File: src/sv/record_table_engine_top_assert.svh
// Assertion macros for the record table engine.
`ifndef RECORD_TABLE_ENGINE_TOP_ASSERT_SVH
`define RECORD_TABLE_ENGINE_TOP_ASSERT_SVH
`ifndef SYNTH
`define RTE_ASSERT(label, clk, rst_n, prop, msg) \
    label: assert property (@(posedge clk) disable iff (!rst_n) (prop)) else $error(msg);
`define RTE_ASSERT_NEXT(label, clk, rst_n, ante, cons, msg) \
    label: assert property (@(posedge clk) disable iff (!rst_n) (ante) |=> (cons)) \
        else $error(msg);
`else
`define RTE_ASSERT(label, clk, rst_n, prop, msg)
`define RTE_ASSERT_NEXT(label, clk, rst_n, ante, cons, msg)
`endif
`endif

File: src/sv/rte_ram.sv
// ----------------------------------------------------------------------------
// rte_ram
// Generic single-write, single-read RAM with registered read data.
// ----------------------------------------------------------------------------
module rte_ram #(
    parameter int WIDTH = 8,
    parameter int DEPTH = 16
) (
    input  logic                     clk,
    input  logic                     we,
    input  logic [$clog2(DEPTH)-1:0] waddr,
    input  logic [WIDTH-1:0]         wdata,
    input  logic [$clog2(DEPTH)-1:0] raddr,
    output logic [WIDTH-1:0]         rdata
);

    logic [WIDTH-1:0] mem [DEPTH];

    always_ff @(posedge clk)
    begin
        if (we)
        begin
            mem[waddr] <= wdata;
        end
        rdata <= mem[raddr];
    end

endmodule

File: config.mk
export PLATFORM = sky130hd
export DESIGN_NAME = rte_ram
export DESIGN_NICKNAME = d
export VERILOG_FILES = /design/src/sv/record_table_engine_top_assert.svh /design/src/sv/rte_ram.sv
export SDC_FILE = /design/constraint.sdc
export NUM_CORES = 1
export LEC_CHECK = 0
export BUFFER_PORTS_ARGS = -buffer_cell sky130_fd_sc_hd__buf_2
export CAP_MARGIN = 20
export CELL_PAD_IN_SITES_DETAIL_PLACEMENT = 1
export CELL_PAD_IN_SITES_GLOBAL_PLACEMENT = 1
export CORE_ASPECT_RATIO = 0.6
export CORE_MARGIN = 10
export CORE_UTILIZATION = 53
export DETAILED_ROUTE_END_ITERATION = 16
export GPL_ROUTABILITY_DRIVEN = 0
export MAX_ROUTING_LAYER = met4
export PLACE_DENSITY_LB_ADDON = 0.1
export RECOVER_POWER = 25
export SETUP_SLACK_MARGIN = 0.15
export SLEW_MARGIN = 30
export SYNTH_ARGS = -nofsm -noshare
export SYNTH_HDL_FRONTEND = slang
export SYNTH_SLANG_ARGS = --single-unit
File: constraint.sdc
create_clock -name clk -period 2.1 [get_ports clk]
set_input_delay 0.315 -clock clk [delete_from_list [all_inputs] [get_ports clk]]
set_output_delay 0.315 -clock clk [all_outputs]
set_load 0.02 [all_outputs]
Word-level counts from Yosys, hierarchy flattened --
Memories as Yosys holds them, arrays and structs flattened. A register that Yosys moved wholly into a read port is not among the register bits. Cells that the tools add are included.
Storage, ports and cells: flip-flop bits (word level) 0, bits in writable memories 128, output and inout bits 8, logic and storage cells 3, memories 1
Memories:
- mem | words 16, width 8, rd ports 1, clocked after memory_dff 1, wr ports 1, RTL line rte_ram.sv:17 | logic [WIDTH-1:0] mem [DEPTH];
Cells by class: mux-type cells 2
Operators by type and width (count):
- $mux 1 | 2

Longest topological paths before layout --
Gate-level depths: netlist (run 1).
depth in word-level cells 2, depth in mapped cells 5, depth with buffers taken out 3

Worst setup path before layout (run 1) --
OpenSTA, ideal clock, no wires.
kind input to register, from in waddr[2], to mem mem[0][0] (enable), setup time 0.383 ns, arrival 1.425 ns, slack 0.292 ns, stages 2, path buffers 0, cells stage by stage or3b_2 > nor3_1
RTL lines:
- start, declared | RTL line rte_ram.sv:11 | input logic [$clog2(DEPTH)-1:0] waddr,
- end, declared | RTL line rte_ram.sv:17
No word-level cell before the write port.

==> results.toml, run 1 <==
[yosys]
yosysSeqAreaShare_pct = 77.8
yosys-top-cells-area = "edfxtp_1 75%, mux4_2 7.9%, mux4_1 7.1%"
synth_top_area_share_pct = 74.7
syn_avg_cell_area_um2 = 22.5
synth_warnings = 0
synth_area_mm2 = 0.00515
synth_fp_nets = 247
synth_cells = 229
ys_ff_latch = 136
yosys.area.top_type = "edfxtp_1"
synth_cell_type_count = 19

[drt]
dr_wl_met2_um = 4910
vias = 2490
wl_per_cell_um = 25.2
viasPerCell = 5.85
wl_met1_um = 4830
dr.pass1.iters = 4
routed_wirelength_um = 10700
drtAntennaViolNets = 0
drtIter0Drc = 227
drc_errors = 0
routed-wl-met3_um = 911
highest_layer = "met4"

[setup_path]
path_class = "flip-flop to flip-flop"
critPathMaxFanout = 1
cp_data_required_time_ns = 2.40
worstSetupEndpointType = "flip-flop"
startpoint_type = "flip-flop"
crit_arrival_ns = 1.66

[clock_network]
cts_resized = 0
cts.path.max_buffers = 2
cts.sinks = 136
clock-root-buffer = "clkbuf_16"
clkTransAtPathRegs_ns = 0.06
cts_buffers = 17
hold_buffers = 0
post_cts_buffers = 0
clock_latency_ns = 0.42
cts_tree = "built"
h-tree-depth = 4

[grt]
grt_pass1_vias = 2699
track_usage_pct = 16.5
overflow = 0
antenna_found_initial = 0
grt_pass1_wl_um = 16200
grt_start_max_net_pins = 33

[sta]
tightest_slew_ns = 0.723
slew_violations = 0
fmax_mhz = 734
slew_headroom_pct = 51.6
hold_violations = 0
grt_setup_unrepaired = "no"
skew_ns = 0.0157
fin_crit_ns = 1.36
tns_ns = 0
setup_violations = 0
period_share_pct = 64.9

[cells_and_area]
final_common_cell = "edfxtp_1"
areaGrowthSynthToFinish_pct = 18.4
most-common-layout-cells = "128 x edfxtp_1, 19 x buf_2, 18 x mux4_2"
antenna_cells = 0
nets = 301
drive_gt1_share_pct = 29.1

[floorplan]
dieHeight_um = 96.3
core_mm2 = 0.00932
fp.dieW_um = 147
die_area_mm2 = 0.0142
fp-row-count = 27
initial_utilization_pct = 55.2
pin_count = 26

[power]
power_mw = 6.17
p_per_area_mw_per_mm2 = 1010
power_leakage_nw = 2.06
max-vdd-ir-drop_mv = 0.661

[run_status]
status = "finished, final reports clean"

[flow_run]
max_cap_viol_count = 0

[min_path]
hold_class = "primary input to flip-flop"

[placed_design]
port_buffers = 25
dp_hpwl_um = 6870
layer usage:
layer	vias up	track usage, %
met5	-	-
met4	0	5.67
met3	4	5.11
met2	83	24.3
met1	1326	21.5
li1	1077	-
registers in the layout (all words and copies together) (netlist names):
| name | flops |
|---|---|
| mem | 128 |
| rdata | 8 |
where the power goes:
group / switching [mW] / internal, mW / leakage [nW]
Clock: 1.08 / 1.73 / 0.268
Combinational: 0.179 / 0.124 / 0.573
Sequential: 0.0185 / 3.04 / 1.22
cell usage after synthesis (all sizes together):
cell type	number
edfxtp	128
mux4	32
a22oi	16
nor2	13
nand2	9
dfxtp	8
buf	7
nor3	4
clkdlybuf4s25	3
nand2b	2
nand3b	2
and2	1
and2b	1
nand3	1
nor2b	1
or3b	1
cells by family after synthesis:
kind of cell	after synthesis	synth area share (%)
flip-flops	136	77.8
AND/OR/NAND/NOR	35	3.18
multiplexers	32	15.0
AO/OA/AOI/OAI	16	2.33
buffers and inverters	10	1.68
per-stage QoR:
stage	std cells	hold slack, ns	cell area, µm²	setup WS [ns]	util, %
after floorplan	229	0.414	5150	0.292	-
after global placement	394	0.653	5540	0.416	59.4
after detailed placement	394	0.660	5540	0.375	59.4
after CTS	426	0.281	6100	0.708	65.4
after global routing	426	0.315	6090	0.672	65.4
final	426	0.298	6090	0.738	65.4
worst max-delay path, cell delays in order (launching register included):
cell and delay, ns:
edfxtp_1 0.37, mux4_1 0.52, a22oi_1 0.29, nand2_1 0.08
final cells by class:
type                            instances  area (µm²)
Timing Repair Buffer                   45         305
Fill cell                             789        3230
Clock buffer                           19         433
Clock inverter                         13         131
Multi-Input combinational cell         83        1060
Tap cell                              130         163
Sequential cell                       136        4000
worst paths after layout:
kind,cells after the start,from,slack [ns],to
max,3,mem[1][0],0.74,rdata[0]
min,1,wdata[3],0.30,mem[10][3]
max reg2reg,3,mem[1][0],0.74,rdata[0]
min reg2reg,3,mem[14][0],0.68,rdata[0]
No activity file was read; power rests on OpenSTA's default activity.
==> run 2: changes to the inputs <==
- CORE_UTILIZATION: 53 -> 48
- clock period: 2.1 -> 1.2 ns (I/O delays scaled with it)
==> run 2 against run 1 <==
  * The flow now finishes with violations (setup timing)
  * Non-clock buffer count increased by 19
  * Fmax is 3.2% higher
  * Worst setup slack worse by 0.86 ns
  * Global-route usage decreased by 0.53 points
  * Sequential share of layout area decreased by 5.2 points
  * Critical path type unchanged
  * Critical endpoint is now rdata[3]
  * Largest cell class unchanged
  * Largest power group unchanged
==> results.toml, run 2 (synthesis results as in run 1) <==
[run_status]
status = "complete, but fails checks"
violations = "setup timing"

[setup_path]
startpoint_type = "flip-flop"
crit_slowest_cell = "mux4_2"
worstSetupEndpointType = "flip-flop"
path_cells = "mux4_2 -> a22oi_2 -> nand2_1"
path_class = "flip-flop to flip-flop"
critPathMaxFanout = 1
slowest_delay_ns = 0.50
path_buf_inv = 0
crit_family = "multiplexers"
crit_arrival_ns = 1.61
cp_data_required_time_ns = 1.49

[clock_network]
cts.path.max_buffers = 2
hold_buffers = 0
cts_buffers = 17
clkTransAtPathRegs_ns = 0.06
clock_latency_ns = 0.42
cts.sinks = 136
h-tree-depth = 4
clock-root-buffer = "clkbuf_16"
cts_tree = "built"

[floorplan]
initial_utilization_pct = 48.9
die_area_mm2 = 0.0154
core_mm2 = 0.0105
dieHeight_um = 100
fp.dieW_um = 154
fp-row-count = 29
pin_count = 26

[placed_design]
port_buffers = 25
dp_slack_ns = -0.379
dp_hpwl_um = 7540

[sta]
tightest_slew_ns = 0.928
tns_ns = -0.451
slew_headroom_pct = 37.9
worst_slack_ns = -0.120
fin_crit_ns = 1.32
hold_violations = 0
fmax_mhz = 758
setup_violations = 8
period_share_pct = 110
slew_violations = 0
grt_setup_unrepaired = "yes"
skew_ns = 0.00981

[cells_and_area]
most-common-layout-cells = "128 x edfxtp_1, 32 x mux4_2, 22 x buf_4"
antenna_cells = 0
drive_gt1_share_pct = 49.8
largestRegisters = "mem: 128 flops, rdata: 8 flops"
max_flop_register = "mem"
nets = 320
areaGrowthSynthToFinish_pct = 28.8
fill_cells = 865
largest_register_ffs = 128
final_common_cell = "edfxtp_1"

[grt]
grt_pass1_wl_um = 17400
overflow = 0
grt_start_max_net_pins = 18
grt_pass1_vias = 2841
antenna_found_initial = 0
track_usage_pct = 16.0

[power]
max-vdd-ir-drop_mv = 1.21
pwr-share-comb_pct = 6.2
intPower_mw = 9.09
power_leakage_nw = 2.21
share_seq_of_total_power_pct = 46.9
p_sw_share_pct = 20.5
switching_power_mw = 2.34
p_per_area_mw_per_mm2 = 1720
clkPwrFrac_pct = 46.9

[drt]
vias = 2558
drtAntennaViolNets = 0
routed_wirelength_um = 11400
drc_errors = 0
wl_per_cell_um = 25.1
viasPerCell = 5.63
dr.pass1.iters = 4
drtIter0Drc = 149

[min_path]
hold_class = "primary input to flip-flop"

[flow_run]
max_cap_viol_count = 0
run 2: cell type report:
cell class | instances | area, µm² | area share (%)
clock buffers | 21 | 470 | 7.10
flip-flops and latches | 136 | 4010 | 60.6
multi-input cells | 83 | 1150 | 17.3
repair buffers | 64 | 674 | 10.2
well taps | 139 | 174 | 2.62
clock inverters | 11 | 146 | 2.21
run 2: layer usage:
metal / wire length (µm) / track usage [%] / vias to the layer above / share of wire, %
li1: - / - / 1112 / -
met1: 5240 / 20.3 / 1386 / 46
met2: 5600 / 24.0 / 53 / 49
met3: 464 / 4.31 / 7 / 4.1
met4: 95 / 6.44 / 0 / 0.83
met5: 0 / - / - / 0
run 2: path summary, 6_finish.rpt:
kind,cells after the start,slack [ns],from,end
setup / recovery,3,-0.12,mem[11][3],rdata[3]
hold / removal,1,0.16,wdata[4],mem[11][4]
setup reg to reg,3,-0.12,mem[11][3],rdata[3]
hold reg to reg,3,0.67,mem[7][6],rdata[6]
run 2: repair_timing:
item                                    in CTS  in global routing
buffers inserted                             0                  1
pin swaps                                    3                  0
endpoints found under the setup margin      16                 28
resized for setup                           36                  1
gates cloned                                 0                  0
run 2: metrics by stage:
step	hold slack, ns	cells	cell area, µm²	util [%]	power (mW)
2_1_floorplan	0.279	229	5220	-	5.78
3_3_place_gp	0.568	421	5900	56.0	6.07
3_5_place_dp	0.587	421	5900	56.0	6.10
4_1_cts	0.141	453	6630	63.0	11.5
5_1_grt	0.171	454	6630	63.0	11.8
6_report	0.164	454	6630	63.0	11.4
run 2: power groups by stage:
stage | Clock, mW | Sequential, mW | Combinational [mW]
4_1_cts | 5.43 | 5.36 | 0.721
3_5_place_dp | 0 | 5.45 | 0.652
6_report | 5.36 | 5.36 | 0.710
2_1_floorplan | 0 | 5.47 | 0.309
5_1_grt | 5.64 | 5.37 | 0.764
3_3_place_gp | 0 | 5.44 | 0.634
run 2: worst register-to-register path, delay by kind of cell (launching register included):
family / cells / cell delay [ns]
AOI/OAI and AO/OA: 1 / 0.19
DFF: 1 / 0.41
muxes: 1 / 0.50
and+or+nand+nor: 1 / 0.09
