===== config.mk =====
export PLATFORM = sky130hd
export DESIGN_NAME = rte_seq
export DESIGN_NICKNAME = d
export VERILOG_FILES = /design/src/sv/rte_pkg.sv /design/src/sv/rte_seq.sv
export VERILOG_INCLUDE_DIRS = /design/src /design/src/sv
export SDC_FILE = /design/constraint.sdc
export NUM_CORES = 1
export LEC_CHECK = 0
export CAP_MARGIN = 20
export CORE_ASPECT_RATIO = 0.7
export CORE_UTILIZATION = 45
export DETAILED_ROUTE_END_ITERATION = 7
export DONT_BUFFER_PORTS = 1
export PLACE_DENSITY = 0.56
export SLEW_MARGIN = 20
export SYNTH_ARGS = -nofsm -noshare
export SYNTH_HDL_FRONTEND = slang
export SYNTH_SLANG_ARGS = --single-unit

===== constraint.sdc =====
create_clock -name clk -period 24.9 [get_ports clk]
set_clock_uncertainty 0.2 [all_clocks]
set_input_delay 4.98 -clock clk [delete_from_list [all_inputs] [get_ports clk]]
set_output_delay 4.98 -clock clk [all_outputs]
set_load 0.03 [all_outputs]

===== src/sv/record_table_engine_top_assert.svh =====
// Assertion macros for the record table engine.
`ifndef RECORD_TABLE_ENGINE_TOP_ASSERT_SVH
`define RECORD_TABLE_ENGINE_TOP_ASSERT_SVH
`ifndef SYNTH
`define RTE_ASSERT(label, clk, rst_n, prop, msg) \
    label: assert property (@(posedge clk) disable iff (!rst_n) (prop)) else $error(msg);
`define RTE_ASSERT_NEXT(label, clk, rst_n, ante, cons, msg) \
    label: assert property (@(posedge clk) disable iff (!rst_n) (ante) |=> (cons)) \
        else $error(msg);
`else
`define RTE_ASSERT(label, clk, rst_n, prop, msg)
`define RTE_ASSERT_NEXT(label, clk, rst_n, ante, cons, msg)
`endif
`endif


===== src/sv/rte_pkg.sv =====
// ----------------------------------------------------------------------------
// rte_pkg
// Types and constants shared by the record table engine.
// ----------------------------------------------------------------------------
package rte_pkg;

    localparam int CAPACITY = 128;
    localparam int IDX_W    = $clog2(CAPACITY);
    localparam int REC_W    = 8 + 64 + 32 + 32;

    localparam logic [2:0] CMD_ADD    = 3'd0;
    localparam logic [2:0] CMD_READ   = 3'd1;
    localparam logic [2:0] CMD_TOTAL  = 3'd2;
    localparam logic [2:0] CMD_SEARCH = 3'd3;
    localparam logic [2:0] CMD_SORT   = 3'd4;
    localparam logic [2:0] CMD_DELETE = 3'd5;

    localparam logic [2:0] ST_OK       = 3'd0;
    localparam logic [2:0] ST_FULL     = 3'd1;
    localparam logic [2:0] ST_EMPTY    = 3'd2;
    localparam logic [2:0] ST_NOTFOUND = 3'd3;
    localparam logic [2:0] ST_RANGE    = 3'd4;

    typedef struct packed {
        logic [2:0]  cmd;
        logic [63:0] category_tag;
        logic [31:0] date_word;
        logic [31:0] amount_cents;
        logic [7:0]  key;
    } in_word_t;

    typedef struct packed {
        logic [2:0]  status;
        logic [7:0]  rec_id;
        logic [63:0] rec_category;
        logic [31:0] rec_date;
        logic [31:0] rec_amount;
        logic [47:0] sum_cents;
        logic [7:0]  match_count;
        logic [7:0]  fill_level;
    } out_word_t;

    typedef struct packed {
        logic [7:0]  id;
        logic [63:0] category;
        logic [31:0] date;
        logic [31:0] amount;
    } rec_t;

    // memory port bundle from the sequencer
    typedef struct packed {
        logic             we;
        logic [IDX_W-1:0] waddr;
        rec_t             wdata;
        logic [IDX_W-1:0] raddr;
    } mem_req_t;

endpackage


===== src/sv/rte_seq.sv =====
// ----------------------------------------------------------------------------
// rte_seq
// Command sequencer: walks the record memory one entry per cycle.
// ----------------------------------------------------------------------------
module rte_seq import rte_pkg::*; (
    input  logic      clk,
    input  logic      rst_n,
    input  logic      start,
    input  in_word_t  in_word,
    input  rec_t      rd_rec,
    output mem_req_t  mem_req,
    output logic      busy,
    output logic      done,
    output out_word_t result
);

    `include "record_table_engine_top_assert.svh"

    typedef enum logic [5:0] {
        S_IDLE  = 6'b000001,
        S_READ  = 6'b000010,
        S_SCAN  = 6'b000100,
        S_SORT  = 6'b001000,
        S_SHIFT = 6'b010000,
        S_DONE  = 6'b100000
    } state_t;

    localparam int CNT_W = IDX_W + 1;

    state_t           state_reg, state_next;
    logic [CNT_W-1:0] count_reg, count_next;
    logic [CNT_W-1:0] idx_reg, idx_next;     // entry whose data arrives now
    logic [CNT_W-1:0] lim_reg, lim_next;     // sort pass limit
    logic             swapped_reg, swapped_next;
    rec_t             hold_reg, hold_next;   // carried entry in sort
    in_word_t         cmd_reg, cmd_next;
    out_word_t        res_reg, res_next;
    logic             found_reg, found_next;

    always_ff @(posedge clk or negedge rst_n)
    begin
        if (!rst_n)
        begin
            state_reg <= S_IDLE;
            count_reg <= '0;
        end
        else
        begin
            state_reg <= state_next;
            count_reg <= count_next;
        end
    end

    always_ff @(posedge clk)
    begin
        idx_reg     <= idx_next;
        lim_reg     <= lim_next;
        swapped_reg <= swapped_next;
        hold_reg    <= hold_next;
        cmd_reg     <= cmd_next;
        res_reg     <= res_next;
        found_reg   <= found_next;
    end

    always_comb
    begin
        logic [CNT_W-1:0] nx;
        nx           = idx_reg + 1'b1;
        state_next   = state_reg;
        count_next   = count_reg;
        idx_next     = idx_reg;
        lim_next     = lim_reg;
        swapped_next = swapped_reg;
        hold_next    = hold_reg;
        cmd_next     = cmd_reg;
        res_next     = res_reg;
        found_next   = found_reg;
        mem_req      = '0;
        case (state_reg)
            S_IDLE:
            begin
                if (start)
                begin
                    cmd_next   = in_word;
                    res_next   = '0;
                    idx_next   = '0;
                    found_next = 1'b0;
                    mem_req.raddr = '0;
                    state_next = S_DONE;
                    case (in_word.cmd)
                        CMD_ADD:
                        begin
                            if (count_reg >= CNT_W'(CAPACITY))
                            begin
                                res_next.status = ST_FULL;
                            end
                            else
                            begin
                                mem_req.we    = 1'b1;
                                mem_req.waddr = count_reg[IDX_W-1:0];
                                mem_req.wdata = '{id: 8'(count_reg + 1'b1),
                                    category: in_word.category_tag,
                                    date: in_word.date_word,
                                    amount: in_word.amount_cents};
                                count_next = count_reg + 1'b1;
                            end
                        end
                        CMD_READ:
                        begin
                            if (count_reg == '0)
                            begin
                                res_next.status = ST_EMPTY;
                            end
                            else if (9'(in_word.key) >= 9'(count_reg))
                            begin
                                res_next.status = ST_RANGE;
                            end
                            else
                            begin
                                mem_req.raddr = in_word.key[IDX_W-1:0];
                                state_next = S_READ;
                            end
                        end
                        CMD_TOTAL, CMD_SEARCH, CMD_DELETE:
                        begin
                            if (count_reg == '0)
                            begin
                                if (in_word.cmd != CMD_TOTAL)
                                begin
                                    res_next.status = ST_EMPTY;
                                end
                            end
                            else
                            begin
                                state_next = S_SCAN;
                            end
                        end
                        CMD_SORT:
                        begin
                            if (count_reg == '0)
                            begin
                                res_next.status = ST_EMPTY;
                            end
                            else if (count_reg != CNT_W'(1))
                            begin
                                lim_next     = count_reg;
                                swapped_next = 1'b0;
                                state_next   = S_SORT;
                            end
                        end
                        default: ;
                    endcase
                end
            end
            S_READ:
            begin
                res_next.rec_id       = rd_rec.id;
                res_next.rec_category = rd_rec.category;
                res_next.rec_date     = rd_rec.date;
                res_next.rec_amount   = rd_rec.amount;
                state_next = S_DONE;
            end
            S_SCAN:
            begin
                // data for idx_reg is on rd_rec; prefetch the next entry
                mem_req.raddr = nx[IDX_W-1:0];
                case (cmd_reg.cmd)
                    CMD_TOTAL:
                    begin
                        res_next.sum_cents = res_reg.sum_cents + 48'(rd_rec.amount);
                    end
                    CMD_SEARCH:
                    begin
                        if (rd_rec.category == cmd_reg.category_tag)
                        begin
                            res_next.sum_cents   = res_reg.sum_cents + 48'(rd_rec.amount);
                            res_next.match_count = res_reg.match_count + 1'b1;
                        end
                    end
                    default:
                    begin
                        // delete: find, then move each later entry left by one
                        if (found_reg)
                        begin
                            mem_req.we    = 1'b1;
                            mem_req.waddr = IDX_W'(idx_reg - 1'b1);
                            mem_req.wdata = rd_rec;
                        end
                        else if (rd_rec.id == cmd_reg.key)
                        begin
                            found_next = 1'b1;
                        end
                    end
                endcase
                idx_next = nx;
                if (nx == count_reg)
                begin
                    state_next = S_DONE;
                    if (cmd_reg.cmd == CMD_DELETE)
                    begin
                        if (found_reg || rd_rec.id == cmd_reg.key)
                        begin
                            count_next = count_reg - 1'b1;
                        end
                        else
                        begin
                            res_next.status = ST_NOTFOUND;
                        end
                    end
                end
            end
            S_SORT:
            begin
                // hold_reg carries the larger entry of the pass so far
                rec_t cur;
                cur = (idx_reg == '0) ? rd_rec : hold_reg;
                mem_req.raddr = nx[IDX_W-1:0];
                if (idx_reg != '0)
                begin
                    mem_req.we    = 1'b1;
                    mem_req.waddr = IDX_W'(idx_reg - 1'b1);
                    if (hold_reg.amount > rd_rec.amount)
                    begin
                        mem_req.wdata = rd_rec;
                        swapped_next  = 1'b1;
                    end
                    else
                    begin
                        mem_req.wdata = hold_reg;
                        cur = rd_rec;
                    end
                end
                hold_next = cur;
                idx_next  = nx;
                if (nx == lim_reg)
                begin
                    // write the carried entry at the pass end
                    state_next = S_SHIFT;
                end
            end
            S_SHIFT:
            begin
                mem_req.we    = 1'b1;
                mem_req.waddr = IDX_W'(lim_reg - 1'b1);
                mem_req.wdata = hold_reg;
                mem_req.raddr = '0;
                idx_next      = '0;
                lim_next      = lim_reg - 1'b1;
                swapped_next  = 1'b0;
                if (!swapped_reg || lim_reg == CNT_W'(2))
                begin
                    state_next = S_DONE;
                end
                else
                begin
                    state_next = S_SORT;
                end
            end
            S_DONE:
            begin
                res_next.fill_level = 8'(count_reg);
                state_next = S_IDLE;
            end
            default:
            begin
                state_next = S_IDLE;
            end
        endcase
    end

    assign busy   = (state_reg != S_IDLE);
    assign done   = (state_reg == S_DONE);
    always_comb
    begin
        result = res_reg;
        result.fill_level = 8'(count_reg);
    end

    `RTE_ASSERT(a_state_onehot, clk, rst_n, $onehot(state_reg), "state not one-hot")
    `RTE_ASSERT(a_count_cap, clk, rst_n, count_reg <= CNT_W'(CAPACITY), "count over capacity")
    `RTE_ASSERT_NEXT(a_done_idle, clk, rst_n, state_reg == S_DONE, state_reg == S_IDLE,
        "done not followed by idle")

endmodule


# --- Yosys cells after proc, flatten, opt, wreduce, memory -nomap -nowiden ---
# Cells that the tools add are included.
op_classes:
  shift: 0
  n_lt_le_gt_ge: 3
  n_mux: 68
  add_sub_neg: 7
  bitwise: 0
  n_mul: 0
  div_mod_pow: 0
  reduce_logical: 26
  eq_ne: 40
op_table:
  columns: ["operator", "n"]
  rows:
  - ["144-bit 2-to-1 mux", 5]
  - ["151-bit case mux with 4 select lines", 1]
  - ["136-bit 2-to-1 mux", 4]
  - ["136-bit case mux with 2 select lines", 1]
  - ["203-bit 2-to-1 mux", 1]
  - ["151-bit 2-to-1 mux", 1]
  - ["56-bit case mux with 2 select lines", 1]
  - ["8-bit 2-to-1 mux", 12]
  - ["48-bit case mux with 2 select lines", 1]
  - ["64-bit == test", 1]
  - ["56-bit 2-to-1 mux", 1]
  - ["6-bit 2-to-1 mux", 9]
  - ["48-bit by 32-bit adder with 48-bit output", 1]
  - ["32-bit > comparator", 1]
  - ["8-bit case mux with 2 select lines", 2]
  - ["6-bit case mux with 5 select lines", 1]
  - ["2-bit inequality test (second input constant)", 13]
  - ["8-bit by 1-bit adder with 8-bit output (second input constant)", 3]
  - ["8-bit == test", 3]
  - ["8-bit case mux with 3 select lines", 1]
  - ["7-bit 2-to-1 mux", 3]
  - ["6-bit case mux with 3 select lines", 1]
  - ["8-bit zero test", 2]
  - ["8-bit by 1-bit subtractor with 8-bit output (second input constant)", 2]
  - ["other kinds (39)", 73]
totals:
  romBits: 0
  wordCells: 164
  latchBits: 0
  ff_bits: 438
  n_memories: 0
  output_inout_bits: 356
  inputBits: 278
  ram_bits: 0

# --- Longest topological paths before layout ---
logic_depth:
  depth_word: 6
  depth_mapped: 13
  depth_no_buf: 11

# --- Worst setup path after synthesis ---
# OpenSTA, ideal clock, no wires.
synth_timing:
  path_type: "register to output"
  from: "register state_reg[1]"
  to: "output port mem_req[12] (netlist name)"
  n_path_buf: 2
  t_required_ns: 19.720
  setup_slack_ns: 11.851
  path_stages_with_launch: 9
  arrival_time_ns: 7.869
  cell_sequence: "dfrtp_1 nor2_1 nand2_1 nor3b_2 nand2_2 o21a_1 clkbuf_1 buf_2 o221ai_1"
synth_rtl:
  columns: ["item", "line_no", "text"]
  rows:
  - ["start, declared", "rte_seq.sv:30", "state_t state_reg, state_next;"]
  - ["start signal, assigned", "rte_seq.sv:49", "state_reg <= state_next;"]
  - ["end, declared", "rte_seq.sv:11", "output mem_req_t mem_req,"]

==> impl_metrics.env <==
export IMPL_status="finished, final reports clean"
export IMPL_start_util_pct=45.7
export IMPL_arrival_ns=8.52
export IMPL_crit_buf_inv=2
export IMPL_die_area_mm2=0.0541
export IMPL_r2r_slack_ns=20.38
export IMPL_crit_family="compound AO/OA/AOI/OAI gates"
export IMPL_path_clk_slew_ns=0.07
export IMPL_drive_gt1_share_pct=12.5
export IMPL_timing_hold_ws_ns=0.386
export IMPL_path_depth=11
export IMPL_fp_dieW_um=278
export IMPL_largest_reg_flops=195
export IMPL_synthTopCellsByCount="424 x edfxtp_1, 200 x and2_1, 127 x nor2_1"
export IMPL_place_inst=2578
export IMPL_grt_pass1_wl_mm=108
export IMPL_cts_resized=0
export IMPL_yosysTopAreaCell="edfxtp_1"
export IMPL_whs_path_depth=1
export IMPL_rows=70
export IMPL_cts_tree="yes"
export IMPL_rsz0062_at_grt="false"
export IMPL_clock_path_buffers=3
export IMPL_internal_power_uw=1710
export IMPL_ys_flop_type="edfxtp_1"
export IMPL_cts_setup_buffers=0
export IMPL_setup_violations=0
export IMPL_clk_latency_ns=0.58
export IMPL_yosysWarnings=0
export IMPL_hp_start="hold_reg[128]$_DFFE_PP_"
export IMPL_grt_max_degree=142
export IMPL_crit_path_start_kind="input port"
export IMPL_synth_area_per_cell_um2=12.1
export IMPL_p_leak_uw=0.00960
export IMPL_finalHoldViolCount=0
export IMPL_fillCellCount=4639
export IMPL_period_needed_ns=13.70
export IMPL_vias=16400
export IMPL_irDropWorstVdd_uv=52.5
export IMPL_relSlewSlack_pct=7.59
export IMPL_cts_root_buf="clkbuf_16"
export IMPL_syn_nets=2341
export IMPL_synth_edf_count=424
export IMPL_drc_errors=0
export IMPL_p_comb_share_pct=25.6
export IMPL_antenna_found_initial=5
export IMPL_postRouteAntennaNets=0
export IMPL_ys_ff_latch=438
export IMPL_grt_usage_pct=26.8
export IMPL_slowest_delay_ns=0.75
export IMPL_end_kind="output pin"
export IMPL_port_buffers=0
export IMPL_ys_async_sr_fraction_pct=3.20
export IMPL_synth_area_mm2=0.0239
export IMPL_synthTopCellsByArea="edfxtp_1 53%, mux2_2 5.9%, and2_1 5.2%"
export IMPL_core_mm2=0.0524
export IMPL_maxSlewViolCount=0
export IMPL_p_per_area_mw_per_mm2=110
export IMPL_p_sw_share_pct=40.4
export IMPL_clkPwrFrac_pct=25.1
export IMPL_fin_nets=2302
export IMPL_crit_type="input port to output pin"
export IMPL_dp_hpwl_mm=54.8
export IMPL_tns_ns=0
export IMPL_ys_types=74
export IMPL_cp_max_fo=95
export IMPL_max_freq_mhz=73.0
export IMPL_crit_slowest_cell="a21o_4"
export IMPL_gp_congestion=0.906
export IMPL_instances_no_fill=2667
export IMPL_drtIter0Drc=1279
export IMPL_final_cell_area_mm2=0.0261
export IMPL_drtPass1Iterations=6
export IMPL_die_h_um=195
export IMPL_synth_seq_area_share_pct=54.6
export IMPL_grt_pass1_vias=15800
export IMPL_multiInputGateArea_mm2=0.00998
export IMPL_seqPwrFrac_pct=49.3
export IMPL_maxCapViolCount=0
export IMPL_cts_buffers=46
export IMPL_io_pins=634
export IMPL_syn_to_final_growth_pct=8.81
export IMPL_overflow=0
export IMPL_path_cells="inv_1 > ha_1 > nor2b_1 > o21a_1 > o21ai_0 > a2111oi_0 > o22ai_1 > a21oi_2 > buf_4 > a21o_4 > a221o_1"
export IMPL_synth_most_common_cell="edfxtp_1"
export IMPL_viasPerCell=6.13
export IMPL_yosysTopAreaCellShare_pct=53.2
export IMPL_hold_buffers=0
export IMPL_htreeDepth=2
export IMPL_wl_per_cell_um=28.0
export IMPL_rr_worst_depth=11
export IMPL_syn_inst=1981
export IMPL_cts_sinks=438
export IMPL_placed_cell_area_mm2=0.0245
export IMPL_switching_power_uw=1160
export IMPL_cp_required_ns=19.72
export IMPL_worst_hold_path_type="flop to flop"
export IMPL_drt_total_wl_mm=74.7
export IMPL_tightest_slew_ns=1.39
export IMPL_critical_path_startpoint="rd_rec[1]"
export IMPL_finalCritPeriodShare_pct=55.0
export IMPL_seq_area_mm2=0.0131
export IMPL_worstReg2RegStart="hold_reg[13]$_DFFE_PP_"
==> final timing paths <==
| check | end |
|---|---|
| worst max-delay path | mem_req[111] |
| worst min-delay path | hold_reg[128]$_DFFE_PP_ |
| worst max register to register | hold_reg[100]$_DFFE_PP_ |
| worst min register to register | hold_reg[128]$_DFFE_PP_ |
| max in group asynchronous | state_reg[0]$_DFFE_PN1P_ |
| min in group asynchronous | count_reg[7]$_DFFE_PN0P_ |
==> per-layer routing <==
layer	GRT usage, %	vias up	part of all wire (%)
met5	0	-	0.062
met4	9.25	8	3.1
met3	7.69	140	8.9
met2	43.0	727	47
met1	34.7	8135	41
li1	-	7348	-
==> power by group through the flow <==
stage / registers (µW) / clock network (µW) / logic (µW)
4_1_cts: 1410 / 736 / 732
3_3_place_gp: 1430 / 0 / 722
6_report: 1410 / 719 / 732
2_1_floorplan: 1370 / 0 / 571
3_5_place_dp: 1430 / 0 / 729
5_1_grt: 1430 / 764 / 797
==> cells in the final DEF, fill, tap and decap left out, types with 7 or more instances in the layout <==
cell	count
o31ai_1	13
o21ai_0	42
a31oi_1	9
o21a_1	9
a21o_1	28
o221ai_1	38
and3_1	13
a21oi_1	64
ha_1	81
nor4_1	28
o21ai_1	7
mux2_2	126
a221o_1	95
nand2_1	103
dfrtp_1	13
a211oi_1	7
and2_1	200
or3_1	10
buf_4	22
mux2i_1	16
xor2_1	102
nor2b_1	9
nand2b_1	7
xnor2_1	43
nand3_1	25
o211ai_1	7
clkbuf_16	47
inv_1	100
nand4_1	20
clkbuf_1	10
edfxtp_1	424
nor2_1	127
nor3_1	11
clkinv_2	10
==> cell families (layout without fill, tap and decap cells) <==
group	after synthesis	after routing	synth area share (%)
buffers and inverters	212	211	3.93
adders and majority gates	82	82	4.32
AOI/OAI and AO/OA	370	370	11.8
xor gates and xnor gates	148	148	5.59
other	0	3	0
and+or+nand+nor	587	587	13.0
DFF	438	438	54.6
muxes	144	144	6.69
==> layout make-up <==
class                   instances  share of cell area [%]
flip-flops and latches        438                    50.2
inverters                     102                    1.47
repair buffers                 23                   0.711
multi-input cells            1331                    38.3
clock buffers                  59                    4.76
diodes                          3                  0.0288
well taps                     684                    3.28
clock inverters                27                    1.21
==> metrics by stage <==
step | power (µW) | setup slack, ns | util [%]
after floorplan | 1940 | 11.85 | -
after global placement | 2150 | 11.50 | 46.7
after detailed placement | 2160 | 11.30 | 46.8
after CTS | 2880 | 11.28 | 49.7
after global routing | 2990 | 10.98 | 49.7
final | 2860 | 11.20 | 49.7
Note: power is estimated with default switching activity, not from simulation.
